<file path="config.mk">
export PLATFORM = sky130hd
export DESIGN_NAME = lock_actuator_sequencer_unit
export DESIGN_NICKNAME = d
export VERILOG_FILES = /design/src/hdl/las_pkg.sv /design/src/hdl/las_qualifier.sv /design/src/hdl/las_sequencer.sv /design/src/hdl/lock_actuator_sequencer_unit.sv
export SDC_FILE = /design/constraint.sdc
export NUM_CORES = 1
export LEC_CHECK = 0
export BUFFER_PORTS_ARGS = -buffer_cell sky130_fd_sc_hd__buf_2
export CORE_MARGIN = 2
export CORE_UTILIZATION = 36
export DETAILED_ROUTE_END_ITERATION = 8
export PLACE_DENSITY_LB_ADDON = 0.2
export SYNTH_ARGS = -nofsm -noshare
export SYNTH_HDL_FRONTEND = slang
export SYNTH_SLANG_ARGS = --single-unit
</file>
<file path="constraint.sdc">
create_clock -name clk -period 11.5 [get_ports clk]
set_input_delay 1.15 -clock clk [delete_from_list [all_inputs] [get_ports clk]]
set_output_delay 1.15 -clock clk [all_outputs]
set_load 0.1 [all_outputs]
</file>
<file path="src/hdl/las_pkg.sv">
package las_pkg;

  localparam logic [2:0] ST_INIT  = 3'd0;
  localparam logic [2:0] ST_READY = 3'd1;
  localparam logic [2:0] ST_RUN   = 3'd2;
  localparam logic [2:0] ST_CHECK = 3'd3;
  localparam logic [2:0] ST_ERROR = 3'd4;

  localparam logic [1:0] POS_UNKNOWN = 2'd0;
  localparam logic [1:0] POS_REACHED = 2'd1;
  localparam logic [1:0] POS_NOT     = 2'd2;

  localparam logic [1:0] CMD_STOP   = 2'd0;
  localparam logic [1:0] CMD_LOCK   = 2'd1;
  localparam logic [1:0] CMD_UNLOCK = 2'd2;

  localparam logic [1:0] FAULT_NONE     = 2'd0;
  localparam logic [1:0] FAULT_CONFLICT = 2'd1;
  localparam logic [1:0] FAULT_TIMEOUT  = 2'd2;

  localparam logic [1:0] CFG_TIMEOUT_TICKS = 2'd0;
  localparam logic [1:0] CFG_ASSERT_COUNT  = 2'd1;
  localparam logic [1:0] CFG_RELEASE_COUNT = 2'd2;

  localparam logic [15:0] TIMEOUT_RESET = 16'd2500;
  localparam logic [2:0]  ASSERT_RESET  = 3'd5;
  localparam logic [2:0]  RELEASE_RESET = 3'd2;

  localparam int ITEM_WIDTH   = 5;
  localparam int RESULT_WIDTH = 12;

  typedef struct packed {
    logic       port_chosen;
    logic [1:0] cmd_event;
    logic       unlock_pos_pin;
    logic       lock_pos_pin;
  } item_t;

  typedef struct packed {
    logic [1:0] unlocked_status;
    logic [1:0] locked_status;
    logic       move_dir;
    logic       motor_start;
    logic       motor_on;
    logic [1:0] error_code;
    logic [2:0] ctrl_state;
  } result_t;

endpackage

</file>
<file path="src/hdl/las_qualifier.sv">
module las_qualifier (
  input  logic       clk,
  input  logic       rst,
  input  logic       advance,
  input  logic       pin,
  input  logic [2:0] assert_count,
  input  logic [2:0] release_count,
  output logic [1:0] level_next
);

  logic [2:0] acnt;
  logic [2:0] rcnt;
  logic [1:0] level;
  logic [2:0] acnt_next;
  logic [2:0] rcnt_next;

  always_comb begin
    acnt_next  = acnt;
    rcnt_next  = rcnt;
    level_next = level;
    if (pin) begin
      rcnt_next = 3'd0;
      acnt_next = acnt + 3'd1;
      if (acnt_next >= assert_count) begin
        level_next = las_pkg::POS_REACHED;
        acnt_next  = 3'd0;
      end
    end else begin
      acnt_next = 3'd0;
      rcnt_next = rcnt + 3'd1;
      if (rcnt_next >= release_count) begin
        level_next = las_pkg::POS_NOT;
        rcnt_next  = 3'd0;
      end
    end
  end

  always_ff @(posedge clk) begin
    if (rst) begin
      acnt  <= 3'd0;
      rcnt  <= 3'd0;
      level <= las_pkg::POS_UNKNOWN;
    end else if (advance) begin
      acnt  <= acnt_next;
      rcnt  <= rcnt_next;
      level <= level_next;
    end
  end

endmodule

</file>
<file path="src/hdl/las_sequencer.sv">
module las_sequencer #(
  parameter int TIMER_WIDTH = 16
) (
  input  logic                clk,
  input  logic                rst,
  input  logic                advance,
  input  logic [1:0]          lock_level,
  input  logic [1:0]          unlock_level,
  input  logic [1:0]          cmd_event,
  input  logic                port_chosen,
  input  logic [15:0]         timeout_ticks,
  output las_pkg::result_t    result
);

  localparam int CMP_WIDTH = (TIMER_WIDTH > 16) ? TIMER_WIDTH : 16;
  localparam logic [TIMER_WIDTH-1:0] TIMER_MAX = {TIMER_WIDTH{1'b1}};

  logic [1:0]             locked_flag;
  logic [1:0]             unlocked_flag;
  logic                   position_checked;
  logic [2:0]             seq_state;
  logic [1:0]             active_cmd;
  logic [1:0]             previous_cmd;
  logic [TIMER_WIDTH-1:0] stroke_timer;
  logic                   timer_running;
  logic                   motor_enabled;
  logic [1:0]             fault_code;

  logic [1:0]             locked_flag_next;
  logic [1:0]             unlocked_flag_next;
  logic                   position_checked_next;
  logic [2:0]             seq_state_next;
  logic [1:0]             active_cmd_next;
  logic [1:0]             previous_cmd_next;
  logic [TIMER_WIDTH-1:0] stroke_timer_next;
  logic                   timer_running_next;
  logic                   motor_enabled_next;
  logic [1:0]             fault_code_next;
  logic                   start;
  logic                   dir;
  logic                   timed_out;

  assign timed_out = CMP_WIDTH'(stroke_timer) >= CMP_WIDTH'(timeout_ticks);

  always_comb begin
    locked_flag_next      = locked_flag;
    unlocked_flag_next    = unlocked_flag;
    position_checked_next = position_checked;
    seq_state_next        = seq_state;
    active_cmd_next       = active_cmd;
    previous_cmd_next     = previous_cmd;
    stroke_timer_next     = stroke_timer;
    timer_running_next    = timer_running;
    motor_enabled_next    = motor_enabled;
    fault_code_next       = fault_code;
    start                 = 1'b0;
    dir                   = 1'b0;

    if (lock_level == las_pkg::POS_REACHED && unlock_level == las_pkg::POS_NOT) begin
      locked_flag_next      = las_pkg::POS_REACHED;
      position_checked_next = 1'b1;
    end
    if (lock_level == las_pkg::POS_NOT && unlock_level == las_pkg::POS_REACHED) begin
      unlocked_flag_next    = las_pkg::POS_REACHED;
      position_checked_next = 1'b1;
    end
    if (lock_level == las_pkg::POS_REACHED && unlock_level == las_pkg::POS_REACHED) begin
      seq_state_next        = las_pkg::ST_ERROR;
      fault_code_next       = las_pkg::FAULT_CONFLICT;
      position_checked_next = 1'b1;
    end
    if (lock_level == las_pkg::POS_NOT && unlock_level == las_pkg::POS_NOT) begin
      locked_flag_next      = las_pkg::POS_NOT;
      unlocked_flag_next    = las_pkg::POS_NOT;
      position_checked_next = 1'b1;
    end

    if (cmd_event == las_pkg::CMD_LOCK || cmd_event == las_pkg::CMD_UNLOCK) begin
      active_cmd_next = cmd_event;
    end

    case (seq_state_next)
      las_pkg::ST_INIT: begin
        if (port_chosen && position_checked_next) begin
          seq_state_next = las_pkg::ST_READY;
        end
      end
      las_pkg::ST_READY: begin
        if (previous_cmd_next != active_cmd_next && active_cmd_next != las_pkg::CMD_STOP) begin
          seq_state_next    = las_pkg::ST_RUN;
          previous_cmd_next = active_cmd_next;
        end
      end
      las_pkg::ST_RUN: begin
        if (active_cmd_next == las_pkg::CMD_LOCK && locked_flag_next != las_pkg::POS_REACHED) begin
          start              = 1'b1;
          dir                = 1'b0;
          timer_running_next = 1'b1;
          stroke_timer_next  = '0;
        end else if (active_cmd_next == las_pkg::CMD_UNLOCK &&
                     unlocked_flag_next != las_pkg::POS_REACHED) begin
          start              = 1'b1;
          dir                = 1'b1;
          timer_running_next = 1'b1;
          stroke_timer_next  = '0;
        end
        motor_enabled_next = 1'b1;
        seq_state_next     = las_pkg::ST_CHECK;
      end
      las_pkg::ST_CHECK: begin
        // A completed lock stroke clears the command, so the unlock check is then skipped.
        if (active_cmd_next == las_pkg::CMD_LOCK) begin
          if (locked_flag_next == las_pkg::POS_NOT && timed_out) begin
            seq_state_next  = las_pkg::ST_ERROR;
            fault_code_next = las_pkg::FAULT_TIMEOUT;
          end else if (locked_flag_next == las_pkg::POS_REACHED && !timed_out) begin
            motor_enabled_next = 1'b0;
            timer_running_next = 1'b0;
            stroke_timer_next  = '0;
            active_cmd_next    = las_pkg::CMD_STOP;
            previous_cmd_next  = las_pkg::CMD_STOP;
            seq_state_next     = las_pkg::ST_READY;
          end
        end
        if (active_cmd_next == las_pkg::CMD_UNLOCK) begin
          if (unlocked_flag_next == las_pkg::POS_NOT && timed_out) begin
            seq_state_next  = las_pkg::ST_ERROR;
            fault_code_next = las_pkg::FAULT_TIMEOUT;
          end else if (unlocked_flag_next == las_pkg::POS_REACHED && !timed_out) begin
            motor_enabled_next = 1'b0;
            timer_running_next = 1'b0;
            stroke_timer_next  = '0;
            active_cmd_next    = las_pkg::CMD_STOP;
            previous_cmd_next  = las_pkg::CMD_STOP;
            seq_state_next     = las_pkg::ST_READY;
          end
        end
      end
      default: begin
        motor_enabled_next = 1'b0;
        timer_running_next = 1'b0;
        stroke_timer_next  = '0;
      end
    endcase

    if (timer_running_next && stroke_timer_next != TIMER_MAX) begin
      stroke_timer_next = stroke_timer_next + 1'b1;
    end
  end

  always_comb begin
    result.ctrl_state      = seq_state_next;
    result.error_code      = fault_code_next;
    result.motor_on        = motor_enabled_next;
    result.motor_start     = start;
    result.move_dir        = dir;
    result.locked_status   = locked_flag_next;
    result.unlocked_status = unlocked_flag_next;
  end

  always_ff @(posedge clk) begin
    if (rst) begin
      locked_flag      <= las_pkg::POS_UNKNOWN;
      unlocked_flag    <= las_pkg::POS_UNKNOWN;
      position_checked <= 1'b0;
      seq_state        <= las_pkg::ST_INIT;
      active_cmd       <= las_pkg::CMD_STOP;
      previous_cmd     <= las_pkg::CMD_STOP;
      stroke_timer     <= '0;
      timer_running    <= 1'b0;
      motor_enabled    <= 1'b0;
      fault_code       <= las_pkg::FAULT_NONE;
    end else if (advance) begin
      locked_flag      <= locked_flag_next;
      unlocked_flag    <= unlocked_flag_next;
      position_checked <= position_checked_next;
      seq_state        <= seq_state_next;
      active_cmd       <= active_cmd_next;
      previous_cmd     <= previous_cmd_next;
      stroke_timer     <= stroke_timer_next;
      timer_running    <= timer_running_next;
      motor_enabled    <= motor_enabled_next;
      fault_code       <= fault_code_next;
    end
  end

endmodule

</file>
<file path="src/hdl/lock_actuator_sequencer_unit.sv">
// Lock actuator sequencer. Each transfer on the input stream is one sensor sample tick
// carrying the raw end-position sensor levels, a qualified lock or unlock command and
// the port-chosen flag; each tick produces exactly one result transfer with the
// sequencer state, error code, motor controls and the two position statuses. A tick
// passes through an input register and one step of combinational logic into the
// result register, so the block takes one tick per clock cycle unless the output
// stalls; the result register stalls the input side only when a result waits and
// the next tick is also waiting. Configuration writes are taken in any cycle and
// must only be issued while no tick is in flight. Errors are sticky until reset.
module lock_actuator_sequencer_unit #(
  parameter int TIMER_WIDTH = 16
) (
  input  logic        clk,
  input  logic        rst,
  input  logic        s_tvalid,
  output logic        s_tready,
  // lock_pos_pin[0], unlock_pos_pin[1], cmd_event[3:2], port_chosen[4], zero[7:5]
  input  logic [7:0]  s_tdata,
  output logic        m_tvalid,
  input  logic        m_tready,
  // ctrl_state[2:0], error_code[4:3], motor_on[5], motor_start[6], move_dir[7],
  // locked_status[9:8], unlocked_status[11:10], zero[15:12]
  output logic [15:0] m_tdata,
  input  logic        cfg_write,
  input  logic [1:0]  cfg_index,
  input  logic [15:0] cfg_data
);

  logic [15:0]       timeout_ticks;
  logic [2:0]        assert_count;
  logic [2:0]        release_count;
  logic              item_valid;
  las_pkg::item_t    item;
  logic              advance;
  logic [1:0]        lock_level;
  logic [1:0]        unlock_level;
  las_pkg::result_t  result;
  las_pkg::result_t  result_reg;

  always_ff @(posedge clk) begin
    if (rst) begin
      timeout_ticks <= las_pkg::TIMEOUT_RESET;
      assert_count  <= las_pkg::ASSERT_RESET;
      release_count <= las_pkg::RELEASE_RESET;
    end else if (cfg_write) begin
      case (cfg_index)
        las_pkg::CFG_TIMEOUT_TICKS: timeout_ticks <= cfg_data;
        las_pkg::CFG_ASSERT_COUNT:  assert_count  <= cfg_data[2:0];
        las_pkg::CFG_RELEASE_COUNT: release_count <= cfg_data[2:0];
        default: ;
      endcase
    end
  end

  assign advance  = item_valid && (!m_tvalid || m_tready);
  assign s_tready = !item_valid || advance;

  always_ff @(posedge clk) begin
    if (rst) begin
      item_valid <= 1'b0;
    end else if (s_tready) begin
      item_valid <= s_tvalid;
    end
  end

  always_ff @(posedge clk) begin
    if (s_tready && s_tvalid) begin
      item <= s_tdata[las_pkg::ITEM_WIDTH-1:0];
    end
  end

  las_qualifier u_lock_qual (
    .clk           (clk),
    .rst           (rst),
    .advance       (advance),
    .pin           (item.lock_pos_pin),
    .assert_count  (assert_count),
    .release_count (release_count),
    .level_next    (lock_level)
  );

  las_qualifier u_unlock_qual (
    .clk           (clk),
    .rst           (rst),
    .advance       (advance),
    .pin           (item.unlock_pos_pin),
    .assert_count  (assert_count),
    .release_count (release_count),
    .level_next    (unlock_level)
  );

  las_sequencer #(
    .TIMER_WIDTH (TIMER_WIDTH)
  ) u_sequencer (
    .clk           (clk),
    .rst           (rst),
    .advance       (advance),
    .lock_level    (lock_level),
    .unlock_level  (unlock_level),
    .cmd_event     (item.cmd_event),
    .port_chosen   (item.port_chosen),
    .timeout_ticks (timeout_ticks),
    .result        (result)
  );

  always_ff @(posedge clk) begin
    if (rst) begin
      m_tvalid <= 1'b0;
    end else if (advance) begin
      m_tvalid <= 1'b1;
    end else if (m_tready) begin
      m_tvalid <= 1'b0;
    end
  end

  always_ff @(posedge clk) begin
    if (advance) begin
      result_reg <= result;
    end
  end

  assign m_tdata = {(16 - las_pkg::RESULT_WIDTH)'(0), result_reg};

endmodule

</file>
# Yosys cells after proc, flatten, opt, wreduce, memory -nomap -nowiden
# Cells that the tools add are included.
dict set report word_totals {
  out_inout_bits 18
  inputBits 31
  wordCells 183
  mem_bits_rw 0
  mem_bits_ro 0
  memories 0
  latch_bits 0
  regBits 89
}
dict set report op_classes {
  bitwise 1
  n_shift 0
  n_addsub 5
  n_reduce_logical 32
  order_cmp 5
  multipliers 0
  n_eq_ne 23
  div 0
  n_mux 85
}
# operator n
set ops {}
lappend ops {{$mux 16} 9}
lappend ops {{$mux 2} 32}
lappend ops {{$mux 3} 17}
lappend ops {{$pmux 16 s3} 1}
lappend ops {{$mux 1} 22}
lappend ops {{$add 16x1->16 const B} 1}
lappend ops {{$eq 2x2->1 const B} 8}
lappend ops {{$ge 16x16->1} 1}
lappend ops {{$ne 16x16->1 const B} 1}
lappend ops {{$logic_and 1x1->1} 15}
lappend ops {{$eq 2x1->1 const B} 7}
lappend ops {{$add 3x1->3 const B} 4}
lappend ops {{$ge 3x3->1} 4}
lappend ops {{$pmux 3 s4} 1}
lappend ops {{$eq 3x2->1 const B} 2}
lappend ops {{$ne 2x1->1 const B} 3}
lappend ops {{$pmux 1 s3} 2}
lappend ops {{$reduce_and 2->1} 3}
lappend ops {{$reduce_bool 2->1} 3}
lappend ops {{$pmux 2 s2} 1}
lappend ops {{$reduce_or 2->1} 2}
lappend ops {{$eq 3x1->1 const B} 1}
lappend ops {{$logic_not 1->1} 3}
lappend ops {{$logic_not 3->1} 1}
lappend ops {{other kinds (5)} 7}

# Depth between registers and ports, before layout
# Gate-level depths: netlist of run 1.
dict set report logic_depth {
  ltp_word 20
  depth_mapped 19
  ltp_nobuf 19
}

# Cells and area by module
# From an unflattened synthesis of run 1, not the netlist that was laid out.
dict set report hier_totals {
  hier_cells 610
  area_unflattened_um2 5281.3
}
# mod instances area_per_inst_um2 cells_per_inst seq_area_each_um2
set modules_own_cells {}
lappend modules_own_cells {las_sequencer 1 2561.2 343 640.6}
lappend modules_own_cells {lock_actuator_sequencer_unit 1 1591.5 127 991.0}
lappend modules_own_cells {las_qualifier 2 564.3 70 160.2}

# Worst setup path before layout of run 1
# OpenSTA, ideal clock, no wires.
dict set report synth_timing {
  path_type {reg2reg}
  start {register u_lock_qual.rcnt[0]}
  end {register u_sequencer.stroke_timer[12]}
  arrival_ns 4.392
  t_required_ns 11.431
  synth_period_minus_slack_ns 4.461
  setup_time_ns 0.069
  n_path_buf 0
  slack_ns 7.039
  stages_incl_launch_ff 20
  cell_sequence {dfxtp_1 > ha_1 > xor2_1 > ha_1 > a21oi_1 > o21ai_2 > a221o_1 > o21ai_0 > a22o_4 > a21o_1 > nor3_1 > ha_1 > nand3_1 > nor2_1 > and3_1 > nand4_1 > nand2_1 > a2111oi_4 > or4b_1 > o21ai_1}
}
dict set report synth_between {
  elab_chain_len 20
  elab_cells_between_ends 59
  cone_classes {2 x add/sub; 1 x order compare; 13 x eq/ne; 30 x mux; 13 x reduce/logical}
}
# element line
set synth_rtl {}
lappend synth_rtl {{start: declaration} las_qualifier.sv:12} ;# logic [2:0] rcnt;
lappend synth_rtl {{start signal: assignment} las_qualifier.sv:45} ;# rcnt <= rcnt_next;
lappend synth_rtl {{$add 3x1->3 (*)} las_qualifier.sv:30} ;# rcnt_next = rcnt + 3'd1;
lappend synth_rtl {{$ge 3x3->1 (*)} las_qualifier.sv:31} ;# if (rcnt_next >= release_count) begin
lappend synth_rtl {{$mux 2 (*)} las_qualifier.sv:31}
lappend synth_rtl {{$mux 2 (*)} las_qualifier.sv:21} ;# if (pin) begin
lappend synth_rtl {{branches (longest 15 deep; another with $mux 16)} --}
lappend synth_rtl {{$mux 16 (*)} las_sequencer.sv:146} ;# if (timer_running_next && stroke_timer_next != TIMER_MAX) begin
lappend synth_rtl {{end signal: assignment} las_sequencer.sv:180} ;# stroke_timer <= stroke_timer_next;
lappend synth_rtl {{end: declaration} las_sequencer.sv:24} ;# logic [TIMER_WIDTH-1:0] stroke_timer;
# Every way passes the cells marked *. The select of a mux whose other input is x is not followed.
# A chain may end at the register's enable or synchronous reset.

# Worst setup path after layout of run 1
# Ends and elaborated chain as after synthesis.

==> flow_summary_export.csv, run 1 <==
group,metric,value,unit
place,dp_cells,813,
worst_setup_path,crit_family,"compound AO/OA/AOI/OAI gates",
power_and_ir_drop,p_leak,2.27,nW
worst_setup_path,critical_path_buf_inv_count,0,
place,place_hpwl,8990,µm
sta,relSlewSlack,21.4,%
cts,h-tree-depth,3,
die,rows,43,
global_routing,grt_overflow,0,
worst_setup_path,r2r_start,"u_lock_qual.rcnt[0]",
worst_setup_path,crit_type,"flip-flop to flip-flop",
yosys,synth_common_cells,"nand2_1 (73), dfxtp_1 (72), a21oi_1 (65)",
yosys,muxShareOfSynthArea,0.997,%
global_routing,antenna_found_initial,0,
worst_setup_path,ff2ff_path_depth,19,
yosys,synth_top_family_by_area,"compound AO/OA/AOI/OAI gates",
sta,setup_ws,6.15,ns
yosys,avgSynthCellArea,8.41,µm²
die,start_util,36.9,%
die,die_h,124,µm
yosys,yosysTopAreaCell,"dfxtp_1",
final_layout,diodes,0,
final_layout,nFillCells,1376,
yosys,synth-simple-area-share,22.0,%
route,drc,0,
sta,holdWs,0.461,ns
cts,clkTransAtPathRegs,0.06,ns
sta,clock_skew,0.00889,ns
worst_setup_path,worstSetupStartpointType,"flip-flop",
global_routing,grt_pass1_wl,20800,µm
cts,cts-resized-gates,0,
worst_setup_path,rrSetupSlack,6.15,ns
cts,ctsHoldBuffers,0,
route,drt_first_pass_iters,5,
route,routed_wl,12600,µm
yosys,synth_area_leaders,"dfxtp_1 (28%), edfxtp_1 (9.9%), ha_1 (8.0%)",
route,drtIter0Drc,296,
global_routing,track_usage,17.3,%
route,vias_per_cell,5.51,
cts,cts_setup_buffers,0,
final_layout,stdcell_count,829,
worst_setup_path,critPathLaunch,"u_lock_qual.rcnt[0]",
yosys,async_flop_share,0,%
cts,cts.path.max_buffers,2,
sta,setup_tns,0,ns
worst_setup_path,slowest_delay,0.61,ns
worst_hold_path,min_to,"timeout_ticks[10]",
yosys,synth_top_area_share,28.0,%
final_layout,multi_input_area,0.00294,mm²
final_layout,post-route-util,41.6,%
power_and_ir_drop,powerDensity,124,mW/mm²
cts,cts_buffers,9,
final_layout,seq_area,0.00195,mm²
cts,tritoncts,"done",
yosys,ys_ff_latch,89,
yosys,yosys_warnings,0,
yosys,synth_xor_xnor_area_share,0.851,%
worst_setup_path,path_cells,"ha_1 > xor2_1 > ha_1 > a21oi_1 > o21ai_2 > a221o_1 > o21ai_0 > a22o_4 > a21o_1 > nor3_1 > ha_1 > nand3_1 > nor2_1 > and3_1 > nand4_1 > nand2_1 > a2111oi_4 > or4b_1 > o21ai_1",
final_layout,fin_nets,708,
yosys,syn_area,0.00514,mm²
yosys,yosysMostFrequentCell,"nand2_1",
place,place_area,0.00550,mm²
route,postRouteAntennaNets,0,
yosys,synthFlopType,"dfxtp_1",
final_layout,drive_gt1_share,13.4,%
sta,finalCritPeriodShare,46.6,%
route,vias,4569,
yosys,ys_types,76,
worst_setup_path,cp-end-kind,"flip-flop",
global_routing,grt_pass1_vias,4352,
sta,rsz0062_at_grt,"false",
worst_setup_path,timing.critical_path.mode_cell,"ha_1",
worst_hold_path,hp-class,"flip-flop to flip-flop",
die,die-area,0.0153,mm²
sta,tightestPinTransition,1.17,ns
cts,clkLatencyLatePin,0.35,ns
flow_run,drv_cap,0,
sta,finalMaxSlewViolations,0,
route,wl_per_cell,15.2,µm
final_layout,areaGrowthSynthToFinish,12.8,%
yosys,synth-compound-area-share,24.9,%
place,io_buffers,41,
sta,setup_viol,0,
worst_setup_path,cp_data_required_time,11.78,ns
outcome,status,"complete, no violations",
sta,fmax,187,MHz
sta,hold_viol_final,0,
sta,period_needed,5.35,ns
cts,cts_root_buffer,"clkbuf_16",
global_routing,grt_max_degree,57,
die,core_area,0.0139,mm²
yosys,synthAdderAreaFrac,8.03,%
die,pin_count,49,
worst_hold_path,hold_path_depth,2,
worst_setup_path,crit_arrival,5.64,ns
final_layout,fin_area,0.00580,mm²
place,gp_congestion,0.809,
die,dieWidth,124,µm
power_and_ir_drop,ir_worst_vdd,72.1,µV
worst_hold_path,hp-start,"timeout_ticks[10]",
yosys,synthCells,612,
power_and_ir_drop,total_power,0.721,mW
worst_setup_path,r2r_end,"u_sequencer.stroke_timer[12]",
place,place_ws,6.23,ns
worst_setup_path,crit_slowest_cell,"a2111oi_4",
cts,numClockSinks,89,
yosys,ys_seq_area_share,37.9,%
yosys,synth_edf_count,17,
worst_setup_path,worstPathMaxFanout,8,
routing by layer:
layer  wire length, µm  GRT usage, %  vias up
li1                  -             -     2288
met1              5800          21.6     2181
met2              6140          29.7       84
met3               423          2.68       16
met4               197          7.17        0
met5                 0             0        -
cells in the final DEF, fill, tap and decap left out, types with 3 or more instances in the layout:
master,count
inv_1,41
nand2_1,73
a21oi_1,65
and2_1,5
xor2_1,5
clkbuf_16,9
nand4_1,11
nand3b_1,3
a21o_1,5
o2111ai_1,4
o31ai_1,13
o21ai_0,23
ha_1,33
o21ai_1,4
nor3_1,21
edfxtp_1,17
nor4_1,5
o21a_1,4
mux2i_1,4
nand2b_1,13
buf_2,41
and3_1,4
nand3_1,19
or4_1,4
dfxtp_1,72
or2_2,5
nor2_1,48
nor2b_1,7
a211oi_1,6
o211ai_1,11
a31oi_1,3
conb_1,4
a211oi_2,3
buf_4,4
nand4b_1,3
how the worst max path moves through the flow:
stage          depth (start not counted)                            to  slack, ns
4_1_cts                               19  u_sequencer.stroke_timer[12]       6.20
3_5_place_dp                          19  u_sequencer.stroke_timer[12]       6.23
5_1_grt                               19  u_sequencer.stroke_timer[12]       5.73
2_1_floorplan                         19  u_sequencer.stroke_timer[12]       7.04
6_report                              19  u_sequencer.stroke_timer[12]       6.15
3_3_place_gp                          19  u_sequencer.stroke_timer[12]       6.33
cells by family (layout without fill, tap and decap cells):
family,after synthesis,in the layout
xor+xnor,5,5
mux,5,5
flops,89,89
simple gates,231,231
buf+inv,68,102
other cells,1,4
fa+ha+maj,33,33
compound gates,180,180
area by class of cell:
class	instances	share of cell area [%]
timing repair buffer	45	4.05
tap	180	3.88
inverter	41	2.65
clock inverter	3	0.690
sequential	89	33.6
clock buffer	13	4.48
multi-input combinational	458	50.6
registers in the layout, indices dropped and copies added (netlist names):
name and cells:
u_sequencer.seq_state 3, u_sequencer.previous_cmd 2, u_sequencer.motor_enabled 1, u_lock_qual.rcnt 3, u_lock_qual.level 2, timeout_ticks 16, u_sequencer.stroke_timer 16, item 5
item_valid 1, u_sequencer.locked_flag 2, u_unlock_qual.rcnt 3, u_sequencer.position_checked 1, u_sequencer.active_cmd 2, u_unlock_qual.level 2, u_unlock_qual.acnt 3, assert_count 3
u_sequencer.fault_code 2, m_tvalid 1, u_sequencer.unlocked_flag 2, m_tdata 12, release_count 3, u_lock_qual.acnt 3, u_sequencer.timer_running 1
tightest hold or removal path: stages, from the launching register on:
cell and delay, ns:
dfxtp_1 0.31, nand2_1 0.05, a21oi_1 0.05
power by group:
| part | switching (mW) | internal, mW |
|---|---|---|
| logic | 0.0646 | 0.0232 |
| registers | 0.00591 | 0.327 |
| clock network | 0.121 | 0.180 |
No activity file was read; power rests on OpenSTA's default activity.
==> run 2: changes to the inputs <==
==> constraint.sdc (replaced) <==
create_clock -name clk -period 5.3 [get_ports clk]
set_input_delay 0.53 -clock clk [delete_from_list [all_inputs] [get_ports clk]]
set_output_delay 0.53 -clock clk [all_outputs]
set_load 0.1 [all_outputs]
==> flow_summary_export.csv, run 2 (synthesis results as in run 1) <==
group,metric,value,unit
route,wl_per_cell,15.3,µm
die,start_util,36.9,%
sta,hold_viol_final,0,
worst_setup_path,cp_data_required_time,5.58,ns
cts,h-tree-depth,3,
worst_setup_path,crit_type,"flip-flop to flip-flop",
global_routing,grt_pass1_vias,4432,
cts,cts_buffers,9,
final_layout,seq_area,0.00195,mm²
worst_setup_path,cp-end-kind,"flip-flop",
sta,finalCritPeriodShare,90.8,%
sta,tightestPinTransition,1.16,ns
die,dieWidth,124,µm
final_layout,nFillCells,1379,
cts,clkTransAtPathRegs,0.07,ns
sta,fmax,208,MHz
global_routing,grt-busiest-layer,"met2",
sta,period_needed,4.81,ns
sta,clock_skew,0.0102,ns
route,postRouteAntennaNets,0,
worst_setup_path,worstPathMaxFanout,8,
sta,setup_tns,0,ns
global_routing,grtUsageMet2,28.2,%
cts,numClockSinks,89,
sta,finalMaxSlewViolations,0,
final_layout,multi_input_area,0.00294,mm²
sta,rsz0062_at_grt,"false",
global_routing,use_met3,2.72,%
final_layout,fin_nets,713,
global_routing,antenna_found_initial,0,
final_layout,areaGrowthSynthToFinish,13.5,%
cts,cts.path.max_buffers,2,
die,core_area,0.0139,mm²
route,routed_wl,12800,µm
route,vias,4591,
flow_run,drv_cap,0,
worst_setup_path,crit_arrival,5.09,ns
place,dp_cells,817,
final_layout,layout_common_cells,"nand2_1 (72), dfxtp_1 (72), a21oi_1 (65)",
worst_setup_path,worstSetupStartpointType,"flip-flop",
final_layout,drive_gt1_share,14.4,%
place,place_hpwl,9090,µm
power_and_ir_drop,p_leak,2.28,nW
sta,relSlewSlack,22.3,%
final_layout,post-route-util,41.9,%
route,vias_per_cell,5.50,
global_routing,grt_overflow,0,
global_routing,globalRouteMet1Util,22.3,%
power_and_ir_drop,powerDensity,268,mW/mm²
route,drc,0,
worst_hold_path,hp-class,"input port to flip-flop",
die,pin_count,49,
place,io_buffers,41,
sta,setup_viol,0,
final_layout,diodes,0,
global_routing,grt_pass1_wl,21100,µm
final_layout,stdcell_count,834,
die,die-area,0.0153,mm²
route,drt_first_pass_iters,7,
cts,clkLatencyLatePin,0.35,ns
power_and_ir_drop,total_power,1.56,mW
outcome,status,"complete, no violations",
cts,cts_root_buffer,"clkbuf_16",
place,gp_congestion,0.833,
route,drtIter0Drc,330,
die,rows,43,
cts,tritoncts,"done",
global_routing,grt_max_degree,56,
power_and_ir_drop,ir_worst_vdd,113,µV
global_routing,track_usage,17.6,%
die,die_h,124,µm
[run 2: timing repair]
item / 4_1_cts / 5_1_grt
buffers inserted: 0 / 1
setup endpoints to repair: 0 / 12
resized for setup: 0 / 1
hold buffers: 0 / 0
hold endpoints to repair: 0 / 0
[run 2: area by class of cell]
class	count	area share [%]
clock inverters	6	1.16
inverters	41	2.64
well taps	180	3.86
clock buffers	10	3.92
flip-flops and latches	89	33.4
multi-input cells	458	50.3
repair buffers	50	4.67
[run 2: worst paths after layout]
kind / startpoint / endpoint / slack, ns / cells past startpoint
worst min-delay path: s_tdata[3] / item[3] / 0.35 / 1
worst min register to register: timeout_ticks[10] / timeout_ticks[10] / 0.45 / 2
worst max-delay path: u_lock_qual.rcnt[0] / u_sequencer.stroke_timer[12] / 0.49 / 19
worst max register to register: u_lock_qual.rcnt[0] / u_sequencer.stroke_timer[12] / 0.49 / 19
[run 2: routing by layer]
layer | share of wire (%) | routed length (µm)
met4 | 3.5 | 444
met5 | 0 | 0
met3 | 4.7 | 597
met1 | 46 | 5840
met2 | 46 | 5890
[run 2: report_power, final]
part,switching (mW),leakage (nW),internal [mW]
clock,0.282,0.139,0.367
combinational,0.141,1.39,0.0518
sequential,0.0130,0.748,0.709
total,0.436,2.28,1.13
[run 2: stage by stage]
stage / area [µm²] / setup WS [ns] / hold WS, ns
finish: 5840 / 0.489 / 0.353
global route: 5840 / 0.0372 / 0.343
CTS: 5830 / 0.348 / 0.347
detailed placement: 5530 / 0.356 / 0.448
global placement: 5530 / 0.491 / 0.443
floorplan: 5160 / 0.839 / 0.436
[run 2: critical path, cell delays in order (launching register included)]
cell and delay [ns]:
dfxtp_1 0.39, ha_1 0.23, xor2_1 0.17, ha_1 0.26, a21oi_1 0.17, o21ai_2 0.11
a221o_1 0.48, o21ai_0 0.38, a22o_4 0.24, a21o_1 0.19, nor3_1 0.08, ha_1 0.24
nand3_1 0.19, nor2_1 0.11, and3_1 0.24, nand4_1 0.21, nand2_2 0.15, a2111oi_4 0.35
or4b_1 0.47, o21ai_1 0.08
